$ cat src/sv/mdu_pkg.sv
`default_nettype none
// ----------------------------------------------------------------------------
// mdu_pkg
// Shared codes, types and sizes of the multiply and divide unit.
// ----------------------------------------------------------------------------
package mdu_pkg;

    // Operation codes
    localparam logic [2:0] OP_MULU  = 3'd0;
    localparam logic [2:0] OP_MUL   = 3'd1;
    localparam logic [2:0] OP_MULUB = 3'd2;
    localparam logic [2:0] OP_MULB  = 3'd3;
    localparam logic [2:0] OP_DIVU  = 3'd4;
    localparam logic [2:0] OP_DIV   = 3'd5;
    localparam logic [2:0] OP_DIVUB = 3'd6;
    localparam logic [2:0] OP_DIVB  = 3'd7;

    // Divider arrangement: quotient bits resolved per stage, and stage count
    localparam int STEPS_PER_STAGE = 4;
    localparam int DIV_STAGES      = 32 / STEPS_PER_STAGE;

    // Control travelling with each item
    typedef struct packed {
        logic valid;
        logic is_div;
        logic word;
        logic sgn;
        logic nneg;
        logic dneg;
        logic dbz;
    } t_ctl;

    // Data travelling with each item
    typedef struct packed {
        logic [15:0] rem;   // partial remainder
        logic [31:0] nq;    // dividend bits still to use, quotient bits shifted in
        logic [15:0] den;   // divisor magnitude
        logic [31:0] prod;  // multiply result
    } t_dat;

endpackage
`default_nettype wire

$ cat src/sv/md_req_if.sv
`default_nettype none
// ----------------------------------------------------------------------------
// md_req_if
// Request channel: operation code and operands with valid/ready.
// ----------------------------------------------------------------------------
interface md_req_if;
    logic        valid;
    logic        ready;
    logic [2:0]  req_type;
    logic [31:0] first_operand;
    logic [15:0] second_operand;

    modport source (output valid, req_type, first_operand, second_operand, input ready);
    modport sink   (input valid, req_type, first_operand, second_operand, output ready);
endinterface
`default_nettype wire

$ cat src/sv/md_rsp_if.sv
`default_nettype none
// ----------------------------------------------------------------------------
// md_rsp_if
// Result channel: result word and flags with valid/ready.
// ----------------------------------------------------------------------------
interface md_rsp_if;
    logic        valid;
    logic        ready;
    logic [31:0] result_word;
    logic        divide_by_zero;
    logic        quotient_overflow;

    modport source (output valid, result_word, divide_by_zero, quotient_overflow,
                    input ready);
    modport sink   (input valid, result_word, divide_by_zero, quotient_overflow,
                    output ready);
endinterface
`default_nettype wire

$ cat src/sv/mdu_div_stage.sv
`default_nettype none
// ----------------------------------------------------------------------------
// mdu_div_stage
// One registered stage of the restoring divider, a few quotient bits deep.
// ----------------------------------------------------------------------------
module mdu_div_stage (
    input  wire                i_clk,
    input  wire                i_rst_n,
    input  wire                i_en,
    input  wire mdu_pkg::t_ctl i_ctl,
    input  wire mdu_pkg::t_dat i_dat,
    output mdu_pkg::t_ctl      o_ctl,
    output mdu_pkg::t_dat      o_dat
);

    mdu_pkg::t_ctl r_ctl;
    mdu_pkg::t_dat r_dat;
    mdu_pkg::t_dat n_dat;

    // Shift-and-subtract steps
    always_comb begin
        logic [16:0] tr;
        logic [16:0] diff;
        logic        ge;
        n_dat = i_dat;
        for (int k = 0; k < mdu_pkg::STEPS_PER_STAGE; k++) begin
            tr       = {n_dat.rem, n_dat.nq[31]};
            diff     = tr - {1'b0, n_dat.den};
            ge       = (tr >= {1'b0, n_dat.den});
            n_dat.nq = {n_dat.nq[30:0], ge};
            n_dat.rem = ge ? diff[15:0] : tr[15:0];
        end
    end

    // Stage registers
    always_ff @(posedge i_clk) begin
        if (!i_rst_n) begin
            r_ctl <= '0;
        end else if (i_en) begin
            r_ctl <= i_ctl;
        end
    end

    always_ff @(posedge i_clk) begin
        if (i_en) begin
            r_dat <= n_dat;
        end
    end

    assign o_ctl = r_ctl;
    assign o_dat = r_dat;

endmodule
`default_nettype wire

$ cat src/sv/mcu_multiply_divide_unit.sv
`default_nettype none
// ----------------------------------------------------------------------------
// mcu_multiply_divide_unit
// Pipelined word/byte multiply and divide, signed and unsigned.
// ----------------------------------------------------------------------------
// Usage:
//   i_req carries the operation code and operands; an item is taken when
//   valid and ready are both high. o_rsp returns one item per request, in
//   order: the product, or quotient (low half) and remainder (high half),
//   with divide-by-zero and quotient-overflow flags.
// Pipeline: ten register stages: operand preparation (sign magnitudes),
//   eight divider stages of four quotient bits each (the multiply runs in
//   the first of them), and the output register behind the sign fix and
//   packing.
// Throughput: one item per cycle while the output is not stalled, the divider being fully pipelined.
// Reset: synchronous, active low; all stage valid bits clear, the pipe is
//   empty and ready is high.
// Stall: when the output holds an item the receiver has not taken, the
//   whole pipe freezes and i_req.ready drops; nothing is lost or repeated.
// ----------------------------------------------------------------------------
module mcu_multiply_divide_unit (
    input  wire      i_clk,
    input  wire      i_rst_n,
    md_req_if.sink   i_req,
    md_rsp_if.source o_rsp
);

    logic en;

    // Prepared operands
    mdu_pkg::t_ctl       r_p_ctl;
    logic [31:0]         r_p_num;
    logic [15:0]         r_p_den;
    logic signed [16:0]  r_p_ma;
    logic signed [16:0]  r_p_mb;

    mdu_pkg::t_ctl n_p_ctl;
    logic [31:0]   n_p_num;
    logic [15:0]   n_p_den;
    logic [16:0]   n_p_ma;
    logic [16:0]   n_p_mb;

    // Divider chain
    mdu_pkg::t_ctl s_ctl [mdu_pkg::DIV_STAGES+1];
    mdu_pkg::t_dat s_dat [mdu_pkg::DIV_STAGES+1];

    // Output register
    logic        r_o_valid;
    logic [31:0] r_o_res;
    logic        r_o_dbz;
    logic        r_o_ovf;
    logic [31:0] n_o_res;
    logic        n_o_dbz;
    logic        n_o_ovf;

    logic signed [33:0] mprod;

    assign en          = !r_o_valid || o_rsp.ready;
    assign i_req.ready = en;

    // Operand preparation
    always_comb begin
        logic [2:0]  op;
        logic [31:0] a;
        logic [15:0] b;
        logic [31:0] num;
        logic [31:0] nneg32;
        logic [15:0] den;
        logic [15:0] dneg16;
        op = i_req.req_type;
        a  = i_req.first_operand;
        b  = i_req.second_operand;
        n_p_ctl.valid  = i_req.valid;
        n_p_ctl.is_div = op[2];
        n_p_ctl.word   = !op[1];
        n_p_ctl.sgn    = op[0];
        if (!op[1]) begin
            n_p_ma = {op[0] & a[15], a[15:0]};
            n_p_mb = {op[0] & b[15], b[15:0]};
            num    = a;
            den    = b;
            n_p_ctl.nneg = op[0] & a[31];
            n_p_ctl.dneg = op[0] & b[15];
        end else begin
            n_p_ma = {{9{op[0] & a[7]}}, a[7:0]};
            n_p_mb = {{9{op[0] & b[7]}}, b[7:0]};
            num    = {16'd0, a[15:0]};
            den    = {8'd0, b[7:0]};
            n_p_ctl.nneg = op[0] & a[15];
            n_p_ctl.dneg = op[0] & b[7];
        end
        n_p_ctl.dbz = op[2] && (den == 16'd0);
        nneg32 = 32'd0 - num;
        dneg16 = 16'd0 - den;
        if (n_p_ctl.nneg) begin
            n_p_num = op[1] ? {16'd0, nneg32[15:0]} : nneg32;
        end else begin
            n_p_num = num;
        end
        if (n_p_ctl.dneg) begin
            n_p_den = op[1] ? {8'd0, dneg16[7:0]} : dneg16;
        end else begin
            n_p_den = den;
        end
    end

    always_ff @(posedge i_clk) begin
        if (!i_rst_n) begin
            r_p_ctl <= '0;
        end else if (en) begin
            r_p_ctl <= n_p_ctl;
        end
    end

    always_ff @(posedge i_clk) begin
        if (en) begin
            r_p_num <= n_p_num;
            r_p_den <= n_p_den;
            r_p_ma  <= signed'(n_p_ma);
            r_p_mb  <= signed'(n_p_mb);
        end
    end

    // Multiply alongside the first divider stage
    assign mprod = r_p_ma * r_p_mb;

    always_comb begin
        s_ctl[0]     = r_p_ctl;
        s_dat[0].rem = 16'd0;
        s_dat[0].nq  = r_p_num;
        s_dat[0].den = r_p_den;
        s_dat[0].prod = r_p_ctl.word ? mprod[31:0] : {16'd0, mprod[15:0]};
    end

    // Divider stages
    for (genvar g = 0; g < mdu_pkg::DIV_STAGES; g++) begin : g_div
        mdu_div_stage u_stage (
            .i_clk   (i_clk),
            .i_rst_n (i_rst_n),
            .i_en    (en),
            .i_ctl   (s_ctl[g]),
            .i_dat   (s_dat[g]),
            .o_ctl   (s_ctl[g+1]),
            .o_dat   (s_dat[g+1])
        );
    end

    // Sign fix, overflow check and packing
    always_comb begin
        mdu_pkg::t_ctl c;
        logic [31:0] q;
        logic [15:0] r;
        logic [31:0] qf;
        logic [15:0] rf;
        logic [31:0] lim;
        logic        qneg;
        c    = s_ctl[mdu_pkg::DIV_STAGES];
        q    = s_dat[mdu_pkg::DIV_STAGES].nq;
        r    = s_dat[mdu_pkg::DIV_STAGES].rem;
        qneg = c.nneg ^ c.dneg;
        qf   = qneg ? (32'd0 - q) : q;
        rf   = c.nneg ? (16'd0 - r) : r;
        if (c.word) begin
            lim = !c.sgn ? 32'h0000_FFFF : (qneg ? 32'h0000_8000 : 32'h0000_7FFF);
        end else begin
            lim = !c.sgn ? 32'h0000_00FF : (qneg ? 32'h0000_0080 : 32'h0000_007F);
        end
        if (!c.is_div) begin
            n_o_res = s_dat[mdu_pkg::DIV_STAGES].prod;
            n_o_dbz = 1'b0;
            n_o_ovf = 1'b0;
        end else if (c.dbz) begin
            n_o_res = 32'd0;
            n_o_dbz = 1'b1;
            n_o_ovf = 1'b0;
        end else begin
            n_o_res = c.word ? {rf, qf[15:0]} : {16'd0, rf[7:0], qf[7:0]};
            n_o_dbz = 1'b0;
            n_o_ovf = (q > lim);
        end
    end

    always_ff @(posedge i_clk) begin
        if (!i_rst_n) begin
            r_o_valid <= 1'b0;
        end else if (en) begin
            r_o_valid <= s_ctl[mdu_pkg::DIV_STAGES].valid;
        end
    end

    always_ff @(posedge i_clk) begin
        if (en) begin
            r_o_res <= n_o_res;
            r_o_dbz <= n_o_dbz;
            r_o_ovf <= n_o_ovf;
        end
    end

    assign o_rsp.valid             = r_o_valid;
    assign o_rsp.result_word       = r_o_res;
    assign o_rsp.divide_by_zero    = r_o_dbz;
    assign o_rsp.quotient_overflow = r_o_ovf;

endmodule
`default_nettype wire

$ cat src/flat_wrapper.sv
// flat-port wrapper written by rule: the top's interface ports become plain ports
module mcu_multiply_divide_unit_flat 
  (i_clk, i_rst_n, i_req_valid, i_req_req_type, i_req_first_operand, i_req_second_operand, i_req_ready, o_rsp_valid, o_rsp_result_word, o_rsp_divide_by_zero, o_rsp_quotient_overflow, o_rsp_ready);
  md_req_if i_req_i ();
  md_rsp_if o_rsp_i ();
  input  wire i_clk;
  input  wire i_rst_n;
  input wire logic [$bits(i_req_i.valid)-1:0] i_req_valid;
  input wire logic [$bits(i_req_i.req_type)-1:0] i_req_req_type;
  input wire logic [$bits(i_req_i.first_operand)-1:0] i_req_first_operand;
  input wire logic [$bits(i_req_i.second_operand)-1:0] i_req_second_operand;
  output wire logic [$bits(i_req_i.ready)-1:0] i_req_ready;
  output wire logic [$bits(o_rsp_i.valid)-1:0] o_rsp_valid;
  output wire logic [$bits(o_rsp_i.result_word)-1:0] o_rsp_result_word;
  output wire logic [$bits(o_rsp_i.divide_by_zero)-1:0] o_rsp_divide_by_zero;
  output wire logic [$bits(o_rsp_i.quotient_overflow)-1:0] o_rsp_quotient_overflow;
  input wire logic [$bits(o_rsp_i.ready)-1:0] o_rsp_ready;
  assign i_req_i.valid = i_req_valid;
  assign i_req_i.req_type = i_req_req_type;
  assign i_req_i.first_operand = i_req_first_operand;
  assign i_req_i.second_operand = i_req_second_operand;
  assign i_req_ready = i_req_i.ready;
  assign o_rsp_valid = o_rsp_i.valid;
  assign o_rsp_result_word = o_rsp_i.result_word;
  assign o_rsp_divide_by_zero = o_rsp_i.divide_by_zero;
  assign o_rsp_quotient_overflow = o_rsp_i.quotient_overflow;
  assign o_rsp_i.ready = o_rsp_ready;
  mcu_multiply_divide_unit u_core (.i_clk(i_clk), .i_rst_n(i_rst_n), .i_req(i_req_i), .o_rsp(o_rsp_i));
endmodule
$ cat config.mk
export PLATFORM = sky130hd
export DESIGN_NAME = mcu_multiply_divide_unit_flat
export DESIGN_NICKNAME = d
export VERILOG_FILES = /design/src/sv/mdu_pkg.sv /design/src/sv/md_req_if.sv /design/src/sv/md_rsp_if.sv /design/src/sv/mdu_div_stage.sv /design/src/sv/mcu_multiply_divide_unit.sv /design/src/flat_wrapper.sv
export SDC_FILE = /design/constraint.sdc
export NUM_CORES = 2
export LEC_CHECK = 0
export BUFFER_PORTS_ARGS = -buffer_cell sky130_fd_sc_hd__buf_2
export CORE_MARGIN = 5
export CORE_UTILIZATION = 50
export DETAILED_ROUTE_END_ITERATION = 10
export PLACE_DENSITY = 0.77
export RECOVER_POWER = 50
export SYNTH_ARGS = -nofsm -noshare
export SYNTH_HDL_FRONTEND = slang
export SYNTH_SLANG_ARGS = --single-unit
$ cat constraint.sdc
create_clock -name i_clk -period 38.4 [get_ports i_clk]
set_clock_uncertainty 0.1 [all_clocks]
set_input_delay 5.76 -clock i_clk [delete_from_list [all_inputs] [get_ports i_clk]]
set_output_delay 5.76 -clock i_clk [all_outputs]
set_load 0.02 [all_outputs]
# Yosys cells after proc, flatten, opt, wreduce, memory -nomap -nowiden
# Cells that the tools add are included.
dict set report word_totals {
  in_bits 55
  reg_bits 932
  word_cells 238
  output_inout_bits 36
}
dict set report op_classes {
  addsub 36
  muxes 52
  n_reduce_logical 6
  bitwise_logic 7
  magnitude_cmp 33
  n_mul 1
}
# cell n
set ops {}
lappend ops {{16-bit 2-to-1 mux} 38}
lappend ops {{17-bit by 16-bit >= comparator with 1-bit output} 31}
lappend ops {{16-bit subtractor} 31}
lappend ops {{32-bit 2-to-1 mux} 9}
lappend ops {{1-bit by 16-bit subtractor with 16-bit output, first input constant} 3}
lappend ops {{17-bit 2-to-1 mux} 2}
lappend ops {{32-bit > comparator} 1}
lappend ops {{17-bit by 17-bit multiplier with 32-bit output} 1}
lappend ops {{1-bit by 32-bit subtractor with 32-bit output, first input constant} 1}
lappend ops {{1-bit by 16-bit >= comparator with 1-bit output} 1}
lappend ops {{16-bit logical NOT} 1}
lappend ops {{1-bit by 16-bit subtractor with 16-bit output} 1}
lappend ops {{8-bit 2-to-1 mux} 1}
lappend ops {{1-bit AND} 5}
lappend ops {{1-bit logical NOT} 2}
lappend ops {{2-bit 2-to-1 mux} 1}
lappend ops {{2-bit OR reduction} 1}
lappend ops {{1-bit logical AND} 1}
lappend ops {{1-bit logical OR} 1}
lappend ops {{1-bit 2-to-1 mux} 1}
lappend ops {{1-bit NOT} 1}
lappend ops {{1-bit bitwise XOR} 1}

# Longest topological paths before layout
dict set report logic_depth {
  depth_word 8
  mapped_depth 51
  mapped_depth_nobuf 47
}

# Hierarchy
# A second synthesis with hierarchy kept.
dict set report hier_totals {
  cells_unflattened 6889
  area_unflattened_um2 73367.9
}
# module n_inst cells_per_inst area_per_inst_um2 seq_area_each_um2
set by_module_without_submodules {}
lappend by_module_without_submodules {{mdu_div_stage at u_core.g_div[1].u_stage ...} 5 638 7055.5 3022.9}
lappend by_module_without_submodules {mcu_multiply_divide_unit 1 1795 17159.0 3583.4}
lappend by_module_without_submodules {{mdu_div_stage at u_core.g_div[6].u_stage} 1 662 7025.5 3022.9}
lappend by_module_without_submodules {{mdu_div_stage at u_core.g_div[0].u_stage} 1 628 7014.2 3022.9}
lappend by_module_without_submodules {{mdu_div_stage at u_core.g_div[7].u_stage} 1 614 6891.6 3022.9}

# Worst setup path before layout
# OpenSTA, ideal clock, no wires.
dict set report synth_path {
  path_type {input-to-output}
  from {in o_rsp_ready}
  to {out i_req_ready}
  required_time_ns 32.540
  setup_slack_ns 2.974
  stages 3
  n_path_buf 1
  arrival_time_ns 29.566
  path_cell_list {nor2b_1 inv_2 clkbuf_1}
}
dict set report synth_between {
  elab_chain_cells 1
}
# item line
set synth_rtl {}
lappend synth_rtl {{start: declaration} flat_wrapper.sv:17} ;# input wire logic [$bits(o_rsp_i.ready)-1:0] o_rsp_ready;
lappend synth_rtl {{1-bit logical OR} mcu_multiply_divide_unit.sv:58} ;# assign en = !r_o_valid || o_rsp.ready;
lappend synth_rtl {{end: declaration} flat_wrapper.sv:12} ;# output wire logic [$bits(i_req_i.ready)-1:0] i_req_ready;
# No other way between the ends.

# Worst setup path after layout
# Same ends and word-level chain as after synthesis.

==> results.py <==
metrics = {
    "clock_network": {
        "clk_pin_slew_ps": 60,
        "htreeDepth": 3,
        "cts.sinks": 930,
        "cts_buffer_depth": 3,
        "root_buffer": "clkbuf_16",
        "cts_made_buffers": 97,
        "cts_setup_buffers": 0,
        "cts_tree": "yes",
        "clk_latency_ps": 740,
        "postCtsHoldBufs": 0,
        "cts_resized": 0,
    },
    "min_path": {
        "min-delay-start": "u_core.r_p_num[15]",
        "whs_path_depth": 0,
        "whs_endpoint": "u_core.g_div[0].u_stage.o_dat[67]",
        "hp-class": "flop to flop",
    },
    "sta": {
        "tns_ps": 0,
        "relSlewSlack_pct": -125,
        "setup-violations-final": 0,
        "drv_slew": 357,
        "tightest_slew_ps": 3370,
        "rsz0062_at_grt": "no",
        "max_freq_ghz": 0.0568,
        "hold_violations": 0,
        "fin_crit_sh_pct": 45.8,
        "period_needed_ps": 17600,
    },
    "detailed_routing": {
        "wl_per_cell_um": 19.0,
        "drtPass1Iterations": 6,
        "vias": 50537,
        "drt-total-wl_mm": 166,
        "drtAntennaViolNets": 0,
        "drt_iter0_drc": 3835,
        "drc": 0,
        "viasPerCell": 5.79,
    },
    "synth": {
        "syn_area_per_cell_um2": 10.4,
        "synth_seq_cells": 930,
        "netlist.top_cell.by_area": "edfxtp_1",
        "synth_warnings": 0,
        "syn_inst": 6698,
        "seq_area_frac_synth_pct": 39.1,
        "synth_edf_count": 866,
        "async_reset_ff_share_pct": 0,
        "yosysTopAreaCellShare_pct": 37.2,
        "ys.flop_type": "edfxtp_1",
        "netlist_area_um2": 69800,
        "yosys-top-cells-area": "edfxtp_1 (37%), ha_1 (11%), fa_1 (9.0%)",
        "syn-num-nets": 7666,
        "synth_cell_types": 99,
    },
    "floorplanning": {
        "num_io_pins": 91,
        "die_w_um": 384,
        "initial_utilization_pct": 50.2,
        "die-area_um2": 147000,
        "core_um2": 139000,
        "die_y_um": 384,
        "rows": 137,
    },
    "critical_path": {
        "slowest_delay_ps": 2830,
        "path_class": "primary input to primary output",
        "path_cells": "clkbuf_1, nor2b_4, clkbuf_1, clkinvlp_2, buf_2",
        "r2r_cells": 44,
        "startpoint_type": "primary input",
        "rrSetupSlack_ps": 24220,
        "crit_fanout": 66,
        "r2r-end": "u_core.g_div[4].u_stage.o_dat[86]",
        "path_buf_inv": 4,
        "cp.arrival_ps": 11740,
        "crit_path_end_kind": "primary output",
        "path_delay_family": "buffers and inverters",
        "worstReg2RegStart": "u_core.g_div[3].u_stage.o_dat[33]",
        "crit_path_top_delay_cell": "clkinvlp_2",
        "cp_common_cell": "clkbuf_1",
        "cp.required_ps": 32540,
        "cp_num_cells": 5,
    },
    "global_routing": {
        "busiest_layer": "met2",
        "overflow": 0,
        "grt_pass1_vias": 49673,
        "track_usage_pct": 22.0,
        "grt_max_degree": 194,
        "use_met3_pct": 2.85,
        "antenna_found_initial": 7,
        "grt_use_met2_pct": 37.1,
        "use_met1_pct": 29.0,
        "grt_pass1_wl_mm": 262,
    },
    "flow_run": {
        "drv_cap": 6,
    },
    "placed_design": {
        "io_buffers": 90,
        "dp_hpwl_mm": 128,
        "gp_congestion": 0.944,
    },
    "layout": {
        "drive_gt1_share_pct": 7.47,
        "fillers": 12041,
        "nets": 7729,
        "syn2layout_area_growth_pct": 7.88,
    },
    "outcome": {
        "status": "complete, but fails checks",
        "violations": "capacitance limit, slew limit",
    },
}
## cells by family after synthesis
family | Yosys count | share of synthesized area [%]
fa+ha+maj | 913 | 19.7
simple gates | 1802 | 12.3
mux | 300 | 4.75
buf+inv | 836 | 4.55
flops | 930 | 39.1
xor+xnor | 424 | 5.32
compound gates | 1493 | 14.3
## Yosys cell counts, types with 12 or more instances
master	number
o21ai_0	300
and3_1	29
or3_1	40
a221oi_1	12
and2_1	153
a41oi_1	13
a21boi_0	98
nor2_1	380
a21oi_1	369
edfxtp_1	866
nand3_1	82
o21a_1	104
nor2b_1	92
nand2_1	636
o211ai_1	24
fa_1	313
a211oi_1	38
inv_1	670
nand2b_1	72
o2bb2ai_1	23
a221o_1	35
mux2_2	243
nor3_1	106
o31ai_1	47
nor4_1	54
o21bai_1	44
o41ai_1	18
o311ai_0	13
xor2_1	148
buf_2	16
mux2i_1	51
dfxtp_1	64
ha_1	600
o31a_1	20
nand4_1	85
xnor2_1	276
a21o_1	167
clkbuf_1	132
a31oi_1	34
or2_2	23
a211o_1	21
## final cells by class
| class | instances | area [um2] | share of cell area (%) |
|---|---|---|---|
| Multi-Input combinational cell | 4932 | 39400 | 52.2 |
| Sequential cell | 930 | 27300 | 36.2 |
| Clock buffer | 123 | 2610 | 3.46 |
| Inverter | 681 | 2560 | 3.39 |
| Tap cell | 1876 | 2350 | 3.12 |
| Clock inverter | 58 | 594 | 0.789 |
| Timing Repair Buffer | 119 | 574 | 0.762 |
| Antenna cell | 3 | 7.51 | 0.00997 |
## cells in the final DEF (no fill, tap or decap), types with 23 or more instances in the layout
master | synthesis | routed
edfxtp_1 | 866 | 866
clkbuf_1 | 132 | 83
o21a_1 | 104 | 104
a21oi_1 | 369 | 369
and3_1 | 29 | 29
o31ai_1 | 47 | 48
nor3_1 | 106 | 107
nor2_1 | 380 | 380
dfxtp_1 | 64 | 64
o2bb2ai_1 | 23 | 23
inv_1 | 670 | 671
o211ai_1 | 24 | 24
nor4_1 | 54 | 54
ha_1 | 600 | 600
o21ai_0 | 300 | 302
mux2i_1 | 51 | 51
mux2_2 | 243 | 242
nand3_1 | 82 | 82
xnor2_1 | 276 | 276
nand2b_1 | 72 | 72
or2_2 | 23 | 23
o21bai_1 | 44 | 44
a21o_1 | 167 | 167
nor2b_1 | 92 | 91
fa_1 | 313 | 313
buf_2 | 16 | 38
a211oi_1 | 38 | 38
a221o_1 | 35 | 35
nand2_1 | 636 | 636
a21boi_0 | 98 | 100
a31oi_1 | 34 | 34
clkbuf_16 | 0 | 99
and2_1 | 153 | 142
nand4_1 | 85 | 85
xor2_1 | 148 | 148
or3_1 | 40 | 40
## sequential cells by signal, summed over array words and instances, names as in the netlist
register and count:
u_core.o_rsp.valid 1, u_core.r_p_ma 17, u_core.g_div.u_stage.o_dat 752, u_core.r_p_mb 17
u_core.o_rsp.quotient_overflow 1, u_core.o_rsp.divide_by_zero 1, u_core.o_rsp.result_word 32, u_core.g_div.u_stage.o_ctl 56
u_core.r_p_num 31, u_core.r_p_ctl 7, u_core.r_p_den 15
## how the worst max path moves through the flow
| stage | slack [ps] | to | start |
|---|---|---|---|
| floorplan | 2970 | i_req_ready | o_rsp_ready |
| global placement | 25370 | i_req_ready | o_rsp_ready |
| detailed placement | 25370 | i_req_ready | o_rsp_ready |
| CTS | 25350 | u_core.g_div[5].u_stage.o_dat[95] | u_core.g_div[4].u_stage.o_dat[33] |
| global route | 20180 | i_req_ready | o_rsp_ready |
| finish | 20800 | i_req_ready | o_rsp_ready |
## per-layer routing
layer	vias up	share of wire [%]
met1	24462	43
met4	2	4.1
met2	1521	48
met5	-	0.011
met3	390	5.7
li1	24162	-
## metrics by stage
step | setup slack (ps) | hold WS, ps | util, % | cell area [um2] | std cells
6_report | 20800 | 285 | 54.1 | 75300 | 8722
5_1_grt | 20180 | 298 | 54.1 | 75300 | 8720
4_1_cts | 25350 | 289 | 54.2 | 75500 | 8719
3_5_place_dp | 25370 | 305 | 51.9 | 72300 | 8538
3_3_place_gp | 25370 | 300 | 51.9 | 72300 | 8538
2_1_floorplan | 2970 | 300 | - | 69800 | 6698
Power is left out: the tool's default activity adds up to more than one toggle a clock period on the data nets, which glitch-free logic cannot reach.
